<file path="src/hdl/sed_pkg.sv">
// Shared types and constants for the sparse Euclidean distance block.
// No dependencies; imported by sed_isqrt, sed_merge and sparse_euclidean_distance.
package sed_pkg;

  localparam int MAX_ENTRIES = 256;
  localparam int ADDR_W      = $clog2(MAX_ENTRIES);
  localparam int CNT_W       = $clog2(MAX_ENTRIES + 1);
  localparam int INDEX_W     = 16;
  localparam int VALUE_W     = 32;
  localparam int ENTRY_W     = INDEX_W + VALUE_W;
  localparam int SUM_W       = 64;
  localparam int ROOT_W      = SUM_W / 2;
  localparam int STEP_W      = $clog2(ROOT_W);

  typedef enum logic [1:0] {
    MODE_LOAD_X = 2'd0,
    MODE_LOAD_Y = 2'd1,
    MODE_FINISH = 2'd2
  } mode_t;

  typedef enum logic [1:0] {
    STATUS_OK        = 2'd0,
    STATUS_SATURATED = 2'd1,
    STATUS_CAPACITY  = 2'd2,
    STATUS_ORDER     = 2'd3
  } status_t;

  typedef enum logic [2:0] {
    ST_IDLE,
    ST_FETCH,
    ST_CMP,
    ST_SQUARE,
    ST_ACC,
    ST_ROOT,
    ST_OUT
  } state_t;

endpackage

</file>
<file path="src/hdl/sed_isqrt.sv">
// Iterative integer square root, one result bit per cycle.
// Depends on sed_pkg.
module sed_isqrt
  import sed_pkg::*;
(
  input  logic              clk,
  input  logic              rst,
  input  logic              start,
  input  logic [SUM_W-1:0]  radicand,
  output logic              done,
  output logic [ROOT_W-1:0] root
);

  logic                busy;
  logic [STEP_W-1:0]   step;
  logic [SUM_W-1:0]    rad;
  logic [ROOT_W+1:0]   rem;
  logic [ROOT_W+3:0]   rem_sh;
  logic [ROOT_W+3:0]   trial;
  logic                ge;
  logic [ROOT_W+3:0]   diff;

  assign rem_sh = {rem, rad[SUM_W-1 -: 2]};
  assign trial  = {2'b00, root, 2'b01};
  assign ge     = rem_sh >= trial;
  assign diff   = rem_sh - trial;

  always_ff @(posedge clk) begin
    if (rst) begin
      busy <= 1'b0;
      done <= 1'b0;
      step <= '0;
    end else begin
      done <= 1'b0;
      if (start) begin
        busy <= 1'b1;
        step <= '0;
      end else if (busy) begin
        step <= step + 1'b1;
        if (step == STEP_W'(ROOT_W - 1)) begin
          busy <= 1'b0;
          done <= 1'b1;
        end
      end
    end
  end

  always_ff @(posedge clk) begin
    if (start) begin
      rad  <= radicand;
      rem  <= '0;
      root <= '0;
    end else if (busy) begin
      rad <= {rad[SUM_W-3:0], 2'b00};
      if (ge) begin
        rem  <= diff[ROOT_W+1:0];
        root <= {root[ROOT_W-2:0], 1'b1};
      end else begin
        rem  <= rem_sh[ROOT_W+1:0];
        root <= {root[ROOT_W-2:0], 1'b0};
      end
    end
  end

endmodule

</file>
<file path="config.mk">
export PLATFORM = sky130hd
export DESIGN_NAME = sed_isqrt
export DESIGN_NICKNAME = d
export VERILOG_FILES = /design/src/hdl/sed_pkg.sv /design/src/hdl/sed_isqrt.sv
export SDC_FILE = /design/constraint.sdc
export NUM_CORES = 1
export LEC_CHECK = 0
export BUFFER_PORTS_ARGS = -buffer_cell sky130_fd_sc_hd__buf_2
export CAP_MARGIN = 20
export CELL_PAD_IN_SITES_DETAIL_PLACEMENT = 1
export CELL_PAD_IN_SITES_GLOBAL_PLACEMENT = 1
export CORE_MARGIN = 10
export CORE_UTILIZATION = 45
export DETAILED_ROUTE_END_ITERATION = 6
export PLACE_DENSITY = 0.9
export SYNTH_ARGS = -nofsm -noshare
export SYNTH_HDL_FRONTEND = slang
export SYNTH_SLANG_ARGS = --single-unit
</file>
<file path="constraint.sdc">
create_clock -name clk -period 3.4 [get_ports clk]
set_clock_uncertainty 0.2 [all_clocks]
set_input_delay 0.17 -clock clk [delete_from_list [all_inputs] [get_ports clk]]
set_output_delay 0.17 -clock clk [all_outputs]
set_load 0.005 [all_outputs]
</file>
==> results.json <==
{
  "htreeDepth": 4,
  "ys_ff_latch": 137,
  "cts_tree": "built",
  "drt-total-wl_microns": 24700,
  "syn_area_sq_mm": 0.00778,
  "final-setup-viol-count": 0,
  "antenna_found_initial": 2,
  "start_util": 0.455,
  "ys.warnings.count": 0,
  "min_path_type": "in -> reg",
  "antenna_left": 0,
  "drt-pass1-iter-count": 4,
  "p_sw_frac": 0.429,
  "ios": 100,
  "clock_power_share": 0.230,
  "async_flop_share": 0,
  "clockRootBuffer": "clkbuf_16",
  "num-fill-cells": 1868,
  "io_buffers": 99,
  "first_iter_violations": 390,
  "nets": 1017,
  "critical_path_class": "reg -> reg",
  "synth_fa_ha_area_frac": 0.0579,
  "synth_compound_area_frac": 0.150,
  "powerDensity_mw_per_mm2": 856,
  "grt.total_usage": 0.220,
  "via_per_inst": 5.55,
  "num_vias": 6402,
  "cts-buffers-inserted": 17,
  "dieArea_sq_mm": 0.0230,
  "synthFlopType": "dfxtp_1",
  "dpl.hpwl_microns": 14700,
  "min_period_ns": 3.23,
  "synth_xor_area_frac": 0.0315,
  "syn_nets": 863,
  "tightestPinTransition_ns": 1.01,
  "finalPower_mw": 8.34,
  "areaGrowthSynthToFinish_pct": 25.1,
  "pwr-share-comb": 0.514,
  "final_common_cell": "buf_2",
  "grt_pass1_wl_microns": 39100,
  "p_int_mw": 4.76,
  "slew_violations": 0,
  "crit_fanout": 23,
  "leakage_nw": 3.91,
  "grtUsageMet1": 0.252,
  "yosysUniqueCellTypes": 69,
  "grt-busiest-layer": "met2",
  "syn_avg_cell_area_sq_um": 10.2,
  "startpoint_type": "flip-flop",
  "cts.sink_count": 137,
  "grt_pass1_vias": 6965,
  "synthCells": 760,
  "fp-row-count": 48,
  "use_met3": 0.0591,
  "crit_path_end_kind": "flip-flop",
  "drive_gt1_frac": 0.287,
  "reg2reg_slack_ns": 0.17,
  "layout_common_cells": "buf_2 (98), nor2_1 (83), dfxtp_1 (72)",
  "fin_util": 0.569,
  "synth-seq-area-share": 0.435,
  "core_area_sq_mm": 0.0171,
  "p_switching_mw": 3.58,
  "gp_congestion": 0.859,
  "clockBufferDepth": 2,
  "routedWlPerCell_microns": 21.4,
  "required_ns": 3.55,
  "cts_setup_buffers": 0,
  "clk_latency_ns": 0.45,
  "fmax_ghz": 0.309,
  "max_slew_margin": 0.326,
  "drc": 0,
  "dieHeight_microns": 152,
  "hold_violations": 0,
  "finalSetupTns_ns": 0,
  "grt_max_degree": 126,
  "p_seq_frac": 0.256,
  "worstPathArrival_ns": 3.38,
  "rsz0062_at_grt": "no",
  "drv_cap": 0,
  "period_share": 0.950,
  "cts.clk_slew.worst_paths_ns": 0.07,
  "grt_overflow": 0,
  "muxShareOfSynthArea": 0.141,
  "die_w_microns": 152,
  "ir_worst_vdd_mv": 0.729,
  "synth_top_family_by_area": "compound AO/OA/AOI/OAI gates",
  "synth-edff-count": 64,
  "synth-simple-area-share": 0.139,
  "status": "finished clean",
  "grt_use_met2": 0.389
}
## cell usage after synthesis, types with 3 or more instances
cell      count  share of area
or3_1         6         0.0048
buf_1         5         0.0024
nand3_1       9         0.0058
a211oi_1      5         0.0048
o21bai_1      4         0.0039
dfxtp_1      73           0.19
mux2i_1      40          0.051
xnor2_1      14          0.016
mux2_2       62          0.090
a311oi_1      3         0.0034
nor3_1        9         0.0058
ha_1         36          0.058
nand3_2       4         0.0051
nor2_1       83          0.040
a311oi_2     20          0.039
nor2b_1       7         0.0056
xor2_1       14          0.016
o21ai_1       5         0.0032
a32oi_1       3         0.0034
a21oi_1      40          0.026
nand2_1      59          0.028
inv_1        43          0.021
nand4_1       7         0.0056
o21a_1        6         0.0058
a41oi_1       3         0.0034
and3_1        3         0.0024
a21o_1        4         0.0039
edfxtp_1     64           0.25
nand2_2      14          0.011
buf_2         9         0.0058
o21ai_0      32          0.021
nor3b_1       4         0.0039
or2_2         3         0.0024
clkbuf_1     19         0.0092
nor4_1        5         0.0040
## critical path: stages, from the launching register on
cell and delay, ns:
dfxtp_1 0.45, inv_1 0.11, ha_1 0.40, nand2_1 0.14
a2111oi_4 0.36, o21ai_2 0.14, nor3b_4 0.18, a21oi_4 0.22
a21boi_2 0.10, buf_12 0.17, or3_1 0.39, a311oi_2 0.26
## worst paths after layout
check,startpoint,endpoint,cells past startpoint
worst max register to register,root[3]$_SDFFE_PP0P_,rem[11]$_SDFFE_PP0P_,11
worst min-delay path,start,rem[2]$_SDFFE_PP0P_,4
worst min register to register,rem[28]$_SDFFE_PP0P_,rem[28]$_SDFFE_PP0P_,2
worst max-delay path,root[3]$_SDFFE_PP0P_,rem[11]$_SDFFE_PP0P_,11
## per-stage QoR
step	hold slack, ns	instance area [sq um]	instances	setup slack, ns
4_1_cts	0.0228	9710	1152	0.175
5_1_grt	0.0755	9740	1154	0.0136
3_3_place_gp	0.149	8480	1055	0.329
6_report	0.0313	9740	1154	0.168
2_1_floorplan	0.0424	7780	760	0.631
3_5_place_dp	0.153	8480	1055	0.198
## routing by layer
layer / wire length, microns / vias up
met1: 10200 / 3163
met4: 495 / 0
met2: 12700 / 148
met3: 1340 / 31
met5: 0 / -
li1: - / 3060
## final cells by class
class | count | area (sq um) | area share
Clock buffer | 17 | 425 | 0.0437
Timing Repair Buffer | 173 | 1250 | 0.129
Tap cell | 225 | 282 | 0.0289
Antenna cell | 2 | 5.00 | 0.000514
Clock inverter | 15 | 154 | 0.0158
Sequential cell | 137 | 3390 | 0.348
Inverter | 43 | 161 | 0.0166
Multi-Input combinational cell | 542 | 4070 | 0.418
## cells by family (layout without fill, tap and decap cells)
group                    Yosys count  in the layout
buffers and inverters             81            248
AND/OR/NAND/NOR                  225            225
flip-flops                       137            137
XOR/XNOR                          28             28
AO/OA/AOI/OAI                    151            151
other                              0              2
adder cells (fa/ha/maj)           36             36
multiplexers                     102            102
## power groups by stage
stage               logic (mW)  registers, mW  clock network (mW)
floorplan                 3.26           2.08                   0
global placement          3.92           2.14                   0
detailed placement        4.07           2.15                   0
CTS                       4.17           2.12                1.89
global route              4.68           2.16                1.98
finish                    4.29           2.13                1.91
## registers in the layout, indices dropped and copies added, names as in the netlist
name / count
busy: 1
done: 1
step: 5
rad: 64
root: 32
rem: 34
## repair_timing
action                                 in CTS  in global routing
gates resized for setup                     0                  4
hold buffers                               65                  0
setup endpoints to repair                   0                 14
endpoints found under the hold margin      71                  0
(Power assumes the default switching activity.)
